**src/rtl/csth_pkg.sv**
```systemverilog
// Shared types and constants for the client slot table with heartbeat.
`timescale 1ns / 1ps
`default_nettype none
package csth_pkg;

  localparam int TimeW = 32;
  localparam int AddrW = 48;
  localparam int MaxHb = 8;
  localparam int CntW = $clog2(MaxHb + 1);
  localparam logic [15:0] HbIntervalReset = 16'd5000;

  typedef enum logic [1:0] {
    KIND_HANDSHAKE  = 2'd0,
    KIND_DISCONNECT = 2'd1,
    KIND_HB_RECV    = 2'd2,
    KIND_TICK       = 2'd3
  } kind_e;

  typedef enum logic [1:0] {
    REPLY_HANDSHAKE = 2'd0,
    REPLY_FULL      = 2'd1,
    REPLY_ACK       = 2'd2,
    REPLY_HEARTBEAT = 2'd3
  } reply_e;

  typedef struct packed {
    logic [1:0]       kind;
    logic [AddrW-1:0] peer_address;
    logic [2:0]       sender_slot;
    logic [15:0]      sequence_number;
    logic [15:0]      elapsed_ms;
  } in_item_t;

  typedef struct packed {
    logic [1:0]       reply_kind;
    logic [2:0]       slot;
    logic [AddrW-1:0] dest_address;
    logic [15:0]      echo_sequence;
    logic             last;
  } out_item_t;

  typedef struct packed {
    logic   load_item;
    logic   idx_clr;
    logic   idx_inc;
    logic   alloc;
    logic   disc;
    logic   recv;
    logic   time_add;
    logic   cnt_inc;
    logic   cnt_dec;
    logic   mark;
    logic   out_load;
    reply_e out_kind;
  } cmd_t;

  typedef struct packed {
    logic idx_last;
    logic hit;
    logic free;
    logic stale;
    logic sender_ok;
    logic out_free;
    logic cnt_full;
    logic cnt_zero;
  } sts_t;

endpackage
`default_nettype wire

```
**src/rtl/csth_datapath.sv**
```systemverilog
// Datapath: slot storage, time counter, scan index, heartbeat counter and output register.
`timescale 1ns / 1ps
`default_nettype none
module csth_datapath #(
  parameter int SLOT_COUNT = 8
) (
  input  wire                 clk_i,
  input  wire                 rst_ni,
  input  wire                 cfg_we_i,
  input  wire [15:0]          cfg_wdata_i,
  input  csth_pkg::in_item_t  in_item_i,
  input  csth_pkg::cmd_t      cmd_i,
  output csth_pkg::sts_t      sts_o,
  input  wire                 out_stall_i,
  output logic                out_valid_o,
  output csth_pkg::out_item_t out_item_o
);
  import csth_pkg::*;

  localparam int IdxW = (SLOT_COUNT > 1) ? $clog2(SLOT_COUNT) : 1;

  in_item_t            item_q;
  logic [IdxW-1:0]     idx_q, idx_d;
  logic [15:0]         interval_q;
  logic [TimeW-1:0]    cur_q;
  logic [CntW-1:0]     cnt_q, cnt_d;
  logic                out_valid_q;
  out_item_t           out_q, out_d;

  logic [SLOT_COUNT-1:0] valid_q;
  logic [AddrW-1:0]      addr_q      [SLOT_COUNT];
  logic [TimeW-1:0]      sent_q      [SLOT_COUNT];
  logic [TimeW-1:0]      recv_q      [SLOT_COUNT];
  logic [TimeW-1:0]      connect_q   [SLOT_COUNT];

  logic [TimeW-1:0] age;

  always_ff @(posedge clk_i) begin
    if (cmd_i.load_item) begin
      item_q <= in_item_i;
    end
  end

  always_ff @(posedge clk_i or negedge rst_ni) begin
    if (!rst_ni) begin
      interval_q <= HbIntervalReset;
    end else if (cfg_we_i) begin
      interval_q <= cfg_wdata_i;
    end
  end

  always_comb begin
    idx_d = idx_q;
    if (cmd_i.load_item) begin
      if (in_item_i.kind == KIND_DISCONNECT || in_item_i.kind == KIND_HB_RECV) begin
        idx_d = IdxW'(in_item_i.sender_slot);
      end else begin
        idx_d = '0;
      end
    end else if (cmd_i.idx_clr) begin
      idx_d = '0;
    end else if (cmd_i.idx_inc) begin
      idx_d = idx_q + IdxW'(1);
    end
  end

  always_comb begin
    cnt_d = cnt_q;
    if (cmd_i.load_item) begin
      cnt_d = '0;
    end else if (cmd_i.cnt_inc) begin
      cnt_d = cnt_q + CntW'(1);
    end else if (cmd_i.cnt_dec) begin
      cnt_d = cnt_q - CntW'(1);
    end
  end

  always_ff @(posedge clk_i or negedge rst_ni) begin
    if (!rst_ni) begin
      idx_q <= '0;
      cnt_q <= '0;
      cur_q <= '0;
    end else begin
      idx_q <= idx_d;
      cnt_q <= cnt_d;
      if (cmd_i.time_add) begin
        cur_q <= cur_q + TimeW'(item_q.elapsed_ms);
      end
    end
  end

  always_ff @(posedge clk_i or negedge rst_ni) begin
    if (!rst_ni) begin
      valid_q <= '0;
      for (int i = 0; i < SLOT_COUNT; i++) begin
        sent_q[i]    <= '0;
        recv_q[i]    <= '0;
        connect_q[i] <= '0;
      end
    end else begin
      if (cmd_i.alloc) begin
        valid_q[idx_q]   <= 1'b1;
        connect_q[idx_q] <= cur_q;
      end
      if (cmd_i.disc) begin
        valid_q[idx_q]   <= 1'b0;
        sent_q[idx_q]    <= '0;
        recv_q[idx_q]    <= '0;
        connect_q[idx_q] <= '0;
      end
      if (cmd_i.recv) begin
        recv_q[idx_q] <= cur_q;
      end
      if (cmd_i.mark) begin
        sent_q[idx_q] <= cur_q;
      end
    end
  end

  always_ff @(posedge clk_i) begin
    if (cmd_i.alloc) begin
      addr_q[idx_q] <= item_q.peer_address;
    end
  end

  assign age = cur_q - sent_q[idx_q];

  always_comb begin
    sts_o.idx_last  = (idx_q == IdxW'(SLOT_COUNT - 1));
    sts_o.hit       = valid_q[idx_q] && (addr_q[idx_q] == item_q.peer_address);
    sts_o.free      = !valid_q[idx_q];
    sts_o.stale     = valid_q[idx_q] && (age > TimeW'(interval_q));
    sts_o.sender_ok = int'(item_q.sender_slot) < SLOT_COUNT;
    sts_o.out_free  = !out_valid_q || !out_stall_i;
    sts_o.cnt_full  = (cnt_q == CntW'(MaxHb));
    sts_o.cnt_zero  = (cnt_q == '0);
  end

  always_comb begin
    out_d.reply_kind    = cmd_i.out_kind;
    out_d.slot          = 3'(idx_q);
    out_d.dest_address  = item_q.peer_address;
    out_d.echo_sequence = '0;
    out_d.last          = 1'b1;
    case (cmd_i.out_kind)
      REPLY_HANDSHAKE: ;
      REPLY_FULL: begin
        out_d.slot = '0;
      end
      REPLY_ACK: begin
        out_d.dest_address  = addr_q[idx_q];
        out_d.echo_sequence = item_q.sequence_number;
      end
      REPLY_HEARTBEAT: begin
        out_d.dest_address = addr_q[idx_q];
        out_d.last         = (cnt_q == CntW'(1));
      end
    endcase
  end

  always_ff @(posedge clk_i or negedge rst_ni) begin
    if (!rst_ni) begin
      out_valid_q <= 1'b0;
    end else if (cmd_i.out_load) begin
      out_valid_q <= 1'b1;
    end else if (!out_stall_i) begin
      out_valid_q <= 1'b0;
    end
  end

  always_ff @(posedge clk_i) begin
    if (cmd_i.out_load) begin
      out_q <= out_d;
    end
  end

  assign out_valid_o = out_valid_q;
  assign out_item_o  = out_q;

endmodule
`default_nettype wire

```
**src/rtl/csth_ctrl.sv**
```systemverilog
// Controller state machine sequencing table scans and result emission.
`timescale 1ns / 1ps
`default_nettype none
module csth_ctrl (
  input  wire             clk_i,
  input  wire             rst_ni,
  input  wire             in_valid_i,
  input  wire [1:0]       in_kind_i,
  output logic            in_stall_o,
  input  csth_pkg::sts_t  sts_i,
  output csth_pkg::cmd_t  cmd_o
);
  import csth_pkg::*;

  localparam logic [3:0] S_IDLE  = 4'd0;
  localparam logic [3:0] S_MATCH = 4'd1;
  localparam logic [3:0] S_FREE  = 4'd2;
  localparam logic [3:0] S_FULL  = 4'd3;
  localparam logic [3:0] S_DISC  = 4'd4;
  localparam logic [3:0] S_RECV  = 4'd5;
  localparam logic [3:0] S_TADD  = 4'd6;
  localparam logic [3:0] S_COUNT = 4'd7;
  localparam logic [3:0] S_EMIT  = 4'd8;

  logic [3:0] state_q, state_d;

  always_ff @(posedge clk_i or negedge rst_ni) begin
    if (!rst_ni) begin
      state_q <= S_IDLE;
    end else begin
      state_q <= state_d;
    end
  end

  assign in_stall_o = (state_q != S_IDLE);

  always_comb begin
    state_d = state_q;
    cmd_o   = '0;
    cmd_o.out_kind = REPLY_HANDSHAKE;
    unique case (state_q)
      S_IDLE: begin
        if (in_valid_i) begin
          cmd_o.load_item = 1'b1;
          unique case (in_kind_i)
            KIND_HANDSHAKE:  state_d = S_MATCH;
            KIND_DISCONNECT: state_d = S_DISC;
            KIND_HB_RECV:    state_d = S_RECV;
            default:         state_d = S_TADD;
          endcase
        end
      end
      S_MATCH: begin
        if (sts_i.hit) begin
          if (sts_i.out_free) begin
            cmd_o.out_load = 1'b1;
            state_d = S_IDLE;
          end
        end else if (sts_i.idx_last) begin
          cmd_o.idx_clr = 1'b1;
          state_d = S_FREE;
        end else begin
          cmd_o.idx_inc = 1'b1;
        end
      end
      S_FREE: begin
        if (sts_i.free) begin
          if (sts_i.out_free) begin
            cmd_o.alloc    = 1'b1;
            cmd_o.out_load = 1'b1;
            state_d = S_IDLE;
          end
        end else if (sts_i.idx_last) begin
          state_d = S_FULL;
        end else begin
          cmd_o.idx_inc = 1'b1;
        end
      end
      S_FULL: begin
        cmd_o.out_kind = REPLY_FULL;
        if (sts_i.out_free) begin
          cmd_o.out_load = 1'b1;
          state_d = S_IDLE;
        end
      end
      S_DISC: begin
        cmd_o.out_kind = REPLY_ACK;
        if (!sts_i.sender_ok) begin
          state_d = S_IDLE;
        end else if (sts_i.out_free) begin
          cmd_o.out_load = 1'b1;
          cmd_o.disc     = 1'b1;
          state_d = S_IDLE;
        end
      end
      S_RECV: begin
        cmd_o.recv = sts_i.sender_ok;
        state_d = S_IDLE;
      end
      S_TADD: begin
        cmd_o.time_add = 1'b1;
        state_d = S_COUNT;
      end
      S_COUNT: begin
        // first pass counts stale slots so the final heartbeat can be flagged
        cmd_o.cnt_inc = sts_i.stale && !sts_i.cnt_full;
        if (sts_i.idx_last) begin
          cmd_o.idx_clr = 1'b1;
          state_d = S_EMIT;
        end else begin
          cmd_o.idx_inc = 1'b1;
        end
      end
      S_EMIT: begin
        cmd_o.out_kind = REPLY_HEARTBEAT;
        if (sts_i.cnt_zero) begin
          state_d = S_IDLE;
        end else if (sts_i.stale) begin
          if (sts_i.out_free) begin
            cmd_o.out_load = 1'b1;
            cmd_o.mark     = 1'b1;
            cmd_o.cnt_dec  = 1'b1;
            cmd_o.idx_inc  = 1'b1;
          end
        end else begin
          cmd_o.idx_inc = 1'b1;
        end
      end
      default: state_d = S_IDLE;
    endcase
  end

endmodule
`default_nettype wire

```
**src/rtl/client_slot_table_with_heartbeat.sv**
```systemverilog
// Handshake: match scan, then free-slot scan, one slot a cycle; a tick runs a time add, a counting
// scan and an emit scan. Handshake, disconnect and tick replies also wait out any output stall.
// Throughput: one item at a time; the next item is accepted once the controller is idle again.
// Reset: all slots invalid, timestamps and time counter zero, heartbeat interval 5000 ms.
// Top level of the client slot table with heartbeat.
`timescale 1ns / 1ps
`default_nettype none
module client_slot_table_with_heartbeat #(
  parameter int SLOT_COUNT = 8
) (
  input  wire                 clk_i,
  input  wire                 rst_ni,
  input  wire                 cfg_we_i,
  input  wire [15:0]          cfg_wdata_i,
  input  wire                 in_valid_i,
  output logic                in_stall_o,
  input  csth_pkg::in_item_t  in_item_i,
  output logic                out_valid_o,
  input  wire                 out_stall_i,
  output csth_pkg::out_item_t out_item_o
);
  import csth_pkg::*;

  cmd_t cmd;
  sts_t sts;

  csth_ctrl u_ctrl (
    .clk_i      (clk_i),
    .rst_ni     (rst_ni),
    .in_valid_i (in_valid_i),
    .in_kind_i  (in_item_i.kind),
    .in_stall_o (in_stall_o),
    .sts_i      (sts),
    .cmd_o      (cmd)
  );

  csth_datapath #(
    .SLOT_COUNT (SLOT_COUNT)
  ) u_datapath (
    .clk_i       (clk_i),
    .rst_ni      (rst_ni),
    .cfg_we_i    (cfg_we_i),
    .cfg_wdata_i (cfg_wdata_i),
    .in_item_i   (in_item_i),
    .cmd_i       (cmd),
    .sts_o       (sts),
    .out_stall_i (out_stall_i),
    .out_valid_o (out_valid_o),
    .out_item_o  (out_item_o)
  );

endmodule
`default_nettype wire

```
**config.mk**
```make
export PLATFORM = sky130hd
export DESIGN_NAME = client_slot_table_with_heartbeat
export DESIGN_NICKNAME = d
export VERILOG_FILES = /design/src/rtl/csth_pkg.sv /design/src/rtl/csth_datapath.sv /design/src/rtl/csth_ctrl.sv /design/src/rtl/client_slot_table_with_heartbeat.sv
export SDC_FILE = /design/constraint.sdc
export NUM_CORES = 1
export LEC_CHECK = 0
export ABC_AREA = 1
export BUFFER_PORTS_ARGS = -buffer_cell sky130_fd_sc_hd__buf_2
export CAP_MARGIN = 20
export CELL_PAD_IN_SITES_DETAIL_PLACEMENT = 1
export CELL_PAD_IN_SITES_GLOBAL_PLACEMENT = 1
export CORE_UTILIZATION = 44
export DETAILED_ROUTE_END_ITERATION = 8
export PLACE_DENSITY_LB_ADDON = 0.12
export SYNTH_ARGS = -nofsm -noshare
export SYNTH_HDL_FRONTEND = slang
export SYNTH_SLANG_ARGS = --single-unit
```
**constraint.sdc**
```tcl
create_clock -name clk_i -period 9.04 [get_ports clk_i]
set_input_delay 0.452 -clock clk_i [delete_from_list [all_inputs] [get_ports clk_i]]
set_output_delay 0.452 -clock clk_i [all_outputs]
set_load 0.1 [all_outputs]
```
## After elaboration in Yosys (flattened, before gate mapping)

Memory sizes are Yosys's and may differ from the RTL's.
Index checks and enable logic that the tools add are counted.

- Register bits: 474
- Bits in writable memories: 384
- Bits in read-only memories: 0
- Latch bits: 0
- Memories: 1
- Logic and storage cells: 140
- Output and inout port bits: 72
- Input port bits: 106

- Reduce and logical (&&, ||, !) cells: 19
- Bitwise gates (word level): 6
- Multipliers: 0
- Divide/modulo/power cells: 0
- Mux-type cells: 59
- Equality and inequality tests: 22
- Order comparisons: 5
- Shift-type cells: 0
- Add/subtract/negate cells: 5

Memories:

| name | words | width | read ports | clocked after Yosys merged registers in | write ports | RTL line | RTL |
|---|---|---|---|---|---|---|---|
| u_datapath.addr_q | 8 | 48 | 1 | 0 | 1 | csth_datapath.sv:31 | `logic [AddrW-1:0] addr_q [SLOT_COUNT];` |

Operator list:

| cell | number |
|---|---|
| 2-to-1 mux 256 bit | 2 |
| bitwise AND 256 bit | 1 |
| bitwise mux 256 bit | 1 |
| NOT 256 bit | 1 |
| binary-select mux 32 bit (select 3 bit) | 1 |
| demux 32 bit (select 3 bit) | 1 |
| 2-to-1 mux 32 bit | 3 |
| == test 48 bit | 1 |
| 2-to-1 mux 48 bit | 1 |
| 2-to-1 mux 4 bit | 11 |
| adder 32 x 16 -> 32 bit | 1 |
| > comparator 32 x 16 -> 1 bit | 1 |
| subtractor 32 bit | 1 |
| one-hot mux 4 bit (7 select lines) | 1 |
| 2-to-1 mux 3 bit | 7 |
| 2-to-1 mux 1 bit | 20 |
| 2-to-1 mux 8 bit | 2 |
| == test 4 x 3 -> 1 bit (second input constant) | 3 |
| one-hot mux 3 bit (3 select lines) | 1 |
| bitwise AND 8 bit | 1 |
| == test 4 x 1 -> 1 bit (second input constant) | 2 |
| == test 4 x 2 -> 1 bit (second input constant) | 2 |
| == test 4 bit (second input constant) | 2 |
| zero test 4 bit | 2 |
| 30 further kinds | 47 |

## Depth between registers and ports, before layout

- Depth after elaboration: 13
- Depth in mapped cells: 39
- Depth with buffers taken out: 36

## Cells and area by module

Synthesis repeated with hierarchy kept, for this count alone.

- Cells, all modules: 4,028
- Area, all modules: 38,976.1 sq um

Modules (own cells, without submodules):

| module | area each (sq um) | cells an instance | instances | seq. area each (sq um) |
|---|---|---|---|---|
| csth_datapath | 38,421.8 | 3,933 | 1 | 24,049.3 |
| csth_ctrl | 554.3 | 95 | 1 | 100.1 |

## Worst setup path before layout

No wires, ideal clock.

- Path type: register -> register
- Start: register u_datapath.idx_q[1]
- End: register u_datapath.out_q (netlist bit u_datapath.out_item_o[0]), enable pin
- Buffers on the path: 2
- Required time: 8,445 ps
- Library setup time: 595 ps
- Cell stages (with the launch flop): 15
- Clock period less this slack: 7,471 ps
- Path slack: 1,569 ps
- Arrival: 6,876 ps
- Cell sequence: dfrtp_1 -> inv_2 -> buf_2 -> buf_1 -> a21oi_1 -> o21ai_0 -> nand2_1 -> xor2_1 -> nor2_1 -> nand3_1 -> nor2_1 -> nand3_1 -> o211ai_1 -> inv_1 -> o21ai_0

RTL lines:

| what | RTL line | RTL |
|---|---|---|
| start: declaration | csth_datapath.sv:23 | `logic [IdxW-1:0] idx_q, idx_d;` |
| start signal: assignment | csth_datapath.sv:84 | `idx_q <= idx_d;` |
| end signal: assignment | csth_datapath.sv:173 | `out_q <= out_d;` |
| end: declaration | csth_datapath.sv:28 | `out_item_t out_q, out_d;` |

## Final worst setup path

- Start: register u_datapath.idx_q[2]
- End: register u_datapath.sent_q[234] (netlist name)

- Longest elaborated chain between the ends: 11
- Elaborated cells on any way between the ends: 22
- Those cells by class: add/sub: 1; order compare: 3; mux: 13; bitwise: 3; reduce/logical: 2

Ends and longest elaborated chain:

| what | RTL line | RTL |
|---|---|---|
| NOT 3 -> 4 bit | -- |  |
| binary-select mux 32 bit (select 3 bit) | csth_datapath.sv:126 | `assign age = cur_q - sent_q[idx_q];` |
| 2-to-1 mux 32 bit (implied by the code) (2 in series) | csth_datapath.sv:126 |  |
| subtractor 32 bit | csth_datapath.sv:126 |  |
| > comparator 32 x 16 -> 1 bit | csth_datapath.sv:132 | `sts_o.stale = valid_q[idx_q] && (age > TimeW'(interval_q));` |
| logical AND 1 bit | csth_datapath.sv:132 |  |
| 2-to-1 mux 3 bit | csth_ctrl.sv:118 | `end else if (sts_i.stale) begin` |
| 2-to-1 mux 3 bit | csth_ctrl.sv:116 | `if (sts_i.cnt_zero) begin` |
| 2-to-1 mux 2 bit | csth_ctrl.sv:41 | `unique case (state_q)` |
| 2-to-1 mux 256 bit * | csth_datapath.sv:114 | `if (cmd_i.mark) begin` |
| end signal: indexed assignment | csth_datapath.sv:115 | `sent_q[idx_q] <= cur_q;` |
| end: declaration | csth_datapath.sv:32 | `logic [TimeW-1:0] sent_q [SLOT_COUNT];` |

Mark *: on every way between the ends. The rest lies on a longest branch, timed or not. The select of a mux whose other input is x is not followed.
A chain may end at the register's enable or synchronous reset.

==> results.txt <==
R2R cell count: 31
most common cell after layout, fill and taps aside: nand2_1
internal power: 8.42 mW
r2r startpoint: u_datapath.idx_q[2]$_DFFE_PN0P_
number of antenna violations at the first check in global routing: 1
cell taking the most area after synthesis: edfxtp_1
share of synthesized area occupied by flip-flops and latches: 60.6%
power density of the placed cells: 330 mW/mm^2
final setup vio count: 0
CTS sink count: 858
insertion delay to the later sink of the worst-skew pair: 0.68 ns
number of buffer cells added on primary ports: 177
cell type with the highest occurrence count on the critical path: nand2_1
synthesized flop and latch total: 858
number of core rows: 110
total power: 15.1 mW
routed wire length: 127 mm
total I/O pin count: 178
number of cells on the worst hold path: 3
Yosys top cell area share: 40.2%
Crit path required time: 9.59 ns
via count of the first global-routing pass: 31600
Leak Pwr: 20.2 nW
fraction of power consumed by combinational cells: 40.5%
die height: 303 um
critical path type: flop to flop
Area Overhead vs Synth: 14.9%
top library cells by usage in the layout, fill and taps aside: nand2_1 (1530), edfxtp_1 (534), inv_1 (350)
biggest cell delay along the critical path: 0.73 ns
wire length of the first global-routing pass: 194 mm
r2r setup slk: 1.61 ns
antenna diode count: 0
switching component of the power: 6.68 mW
H-tree levels: 3
syn avg cell area: 9.37 sq um
netlist area before placement: 0.0399 sq mm
clk buf depth: 3
die footprint: 0.0918 sq mm
global route total overflow: 0
Total Nets Final: 4667
leading cell types by total area after synthesis: edfxtp_1 (40%), dfrtp_1 (20%), nand2_1 (14%)
maximum number of pins on one net before global-route repair: 160
worst relative slew slack: 28.8%
setup repair after global routing missed its margin: no
cell area reported after detailed placement: 0.0419 sq mm
Die X: 303 um
share of layout cells above drive strength 1: 9.52%
Synth async-reset ratio: 37.8%
Max-cap violations: 0
Tmin final: 7.43 ns
beginning of the critical path: u_datapath.idx_q[2]$_DFFE_PN0P_
clock transition at the registers of the reported paths: 0.06 ns
warning count from the yosys run: 0
ratio of routed vias to standard cells: 5.46
number of remaining DRC errors: 0
class of the tightest hold or removal check: input port to flop
Worst R2R End: u_datapath.sent_q[234]$_DFF_PN0_
Worst Setup End Kind: flop
Peak Freq: 135 MHz
GPL Wtd Cong: 0.864
global-route usage over all layers: 28.1%
element type at the critical path start: flop
Slew @ Worst Pin: 1.06 ns
skew final: 0.0184 ns
HPWL reported at the end of detailed placement: 79.5 mm
synthesized instance count: 4255
starting density of the core: 44.3%
number of enable flip-flop cells after synthesis: 534
count of different cell masters after synthesis: 53
First DRT Iteration DRCs: 2474
clock group share of total power: 25.0%
worst slack, placed: 1.71 ns
slowest cell on the critical path: dfrtp_2
drt wl/cell: 22.2 um
ratio of final minimum period to clock period: 82.2%
TritonCTS Buffers: 95
standard cell core area: 0.0899 sq mm
maximum vdd ir drop: 0.227 mV
Final Slew Violations: 0
fraction of power spent switching nets: 44.3%
endpoint of the worst hold path: u_datapath.interval_q[1]$_DFFE_PN0P_
total number of vias: 31300
clock root buffer: clkbuf_16
Final Hold Fails: 0
Data arrival, critical path: 7.98 ns
CTS tree: yes
area of all placed cells without fillers: 0.0458 sq mm
register share of total power: 34.5%
Hold Path Origin: cfg_wdata_i[1]
number of iterations in the first detailed-routing pass: 5
critical path peak fanout: 34
setup_tns: 0 ns
syn nets: 4437
final worst slack: 1.61 ns
ys flop type: edfxtp_1
result of the run: completed
antenna violation net count after detailed routing: 0
cell usage after synthesis, drive strengths merged, types with 7 or more instances:
library cell,number
nand4,39
nor3,19
buf,102
nand2,1543
inv,367
a22o,17
o2111ai,7
clkbuf,88
a21oi,62
o31ai,7
o21ai,364
edfxtp,534
nor2,197
ha,74
o211ai,11
nand3,343
dfrtp,319
a31oi,9
a22oi,33
xnor2,12
xor2,38
a221oi,30
worst max-delay path: cells and delay by family, from the launching register on:
| family | cells | cell delay (ns) |
|---|---|---|
| xor+xnor | 1 | 0.20 |
| buf+inv | 4 | 1.30 |
| simple gates | 20 | 3.34 |
| compound gates | 4 | 0.99 |
| fa+ha+maj | 2 | 0.68 |
| flops | 1 | 0.73 |
state kept, by name (all words and copies together) (netlist names), named ones only:
name / flops
u_datapath.addr_q: 384
u_datapath.sent_q: 224
u_datapath.out_item_o: 70
u_datapath.valid_q: 8
u_datapath.item_q: 80
u_datapath.interval_q: 16
u_datapath.idx_q: 3
u_ctrl.state_q: 4
u_datapath.out_valid_o: 1
u_datapath.cnt_q: 4
u_datapath.cur_q: 32
repair_timing:
item	CTS	global route
hold buffers	91	0
resized for setup	0	0
endpoints found under the hold margin	189	0
buffers inserted	0	0
layout make-up:
cell class / instances / area (sq um)
clock inverters: 46 / 360
repair buffers: 323 / 2290
multi-input cells: 2838 / 13500
well taps: 1176 / 1470
fillers: 10200 / 44100
clock buffers: 127 / 2640
flip-flops and latches: 858 / 24200
inverters: 369 / 1390
power by group through the flow:
stage	registers (mW)	logic, mW	clock network [mW]
2_1_floorplan	6.22	3.29	0
3_3_place_gp	5.26	5.96	0
3_5_place_dp	5.28	6.05	0
4_1_cts	5.21	6.12	3.84
5_1_grt	5.25	6.69	3.98
6_report	5.21	6.11	3.78
stage by stage:
stage / utilization [%] / std cells / hold WS, ns
after global placement: 46.5 / 5471 / 0.480
after floorplan: - / 4255 / 0.156
after CTS: 50.9 / 5737 / 0.00642
final: 50.9 / 5737 / 0.0221
after global routing: 50.9 / 5737 / 0.00167
after detailed placement: 46.6 / 5473 / 0.485
how the worst max path moves through the flow:
stage                                              to  slack (ns)  depth (start not counted)
6_report             u_datapath.sent_q[234]$_DFF_PN0_        1.61                         31
5_1_grt              u_datapath.sent_q[249]$_DFF_PN0_        1.25                         32
3_3_place_gp         u_datapath.sent_q[251]$_DFF_PN0_        1.84                         31
3_5_place_dp         u_datapath.sent_q[248]$_DFF_PN0_        1.71                         31
2_1_floorplan  u_datapath.out_item_o[0]$_SDFFCE_PP1P_        1.57                         14
4_1_cts              u_datapath.sent_q[234]$_DFF_PN0_        1.66                         31
cell families (layout without fill, tap and decap cells):
family / count (synthesis) / in the layout / synth area share, %
adder cells (fa/ha/maj): 76 / 76 / 2.42
multiplexers: 1 / 1 / 0.0283
XOR/XNOR: 50 / 50 / 1.10
AO/OA/AOI/OAI: 558 / 558 / 8.02
AND/OR/NAND/NOR: 2153 / 2153 / 22.0
buffers and inverters: 559 / 865 / 5.85
flip-flops: 858 / 858 / 60.6
layer usage:
| layer | track usage, % | up-vias | part of all wire [%] |
|---|---|---|---|
| li1 | - | 14600 | - |
| met1 | 41.1 | 15700 | 47 |
| met2 | 43.4 | 824 | 45 |
| met3 | 3.82 | 201 | 5.3 |
| met4 | 8.33 | 2 | 2.9 |
| met5 | 0 | - | 0.016 |
Power figures use the tool's default switching activity.
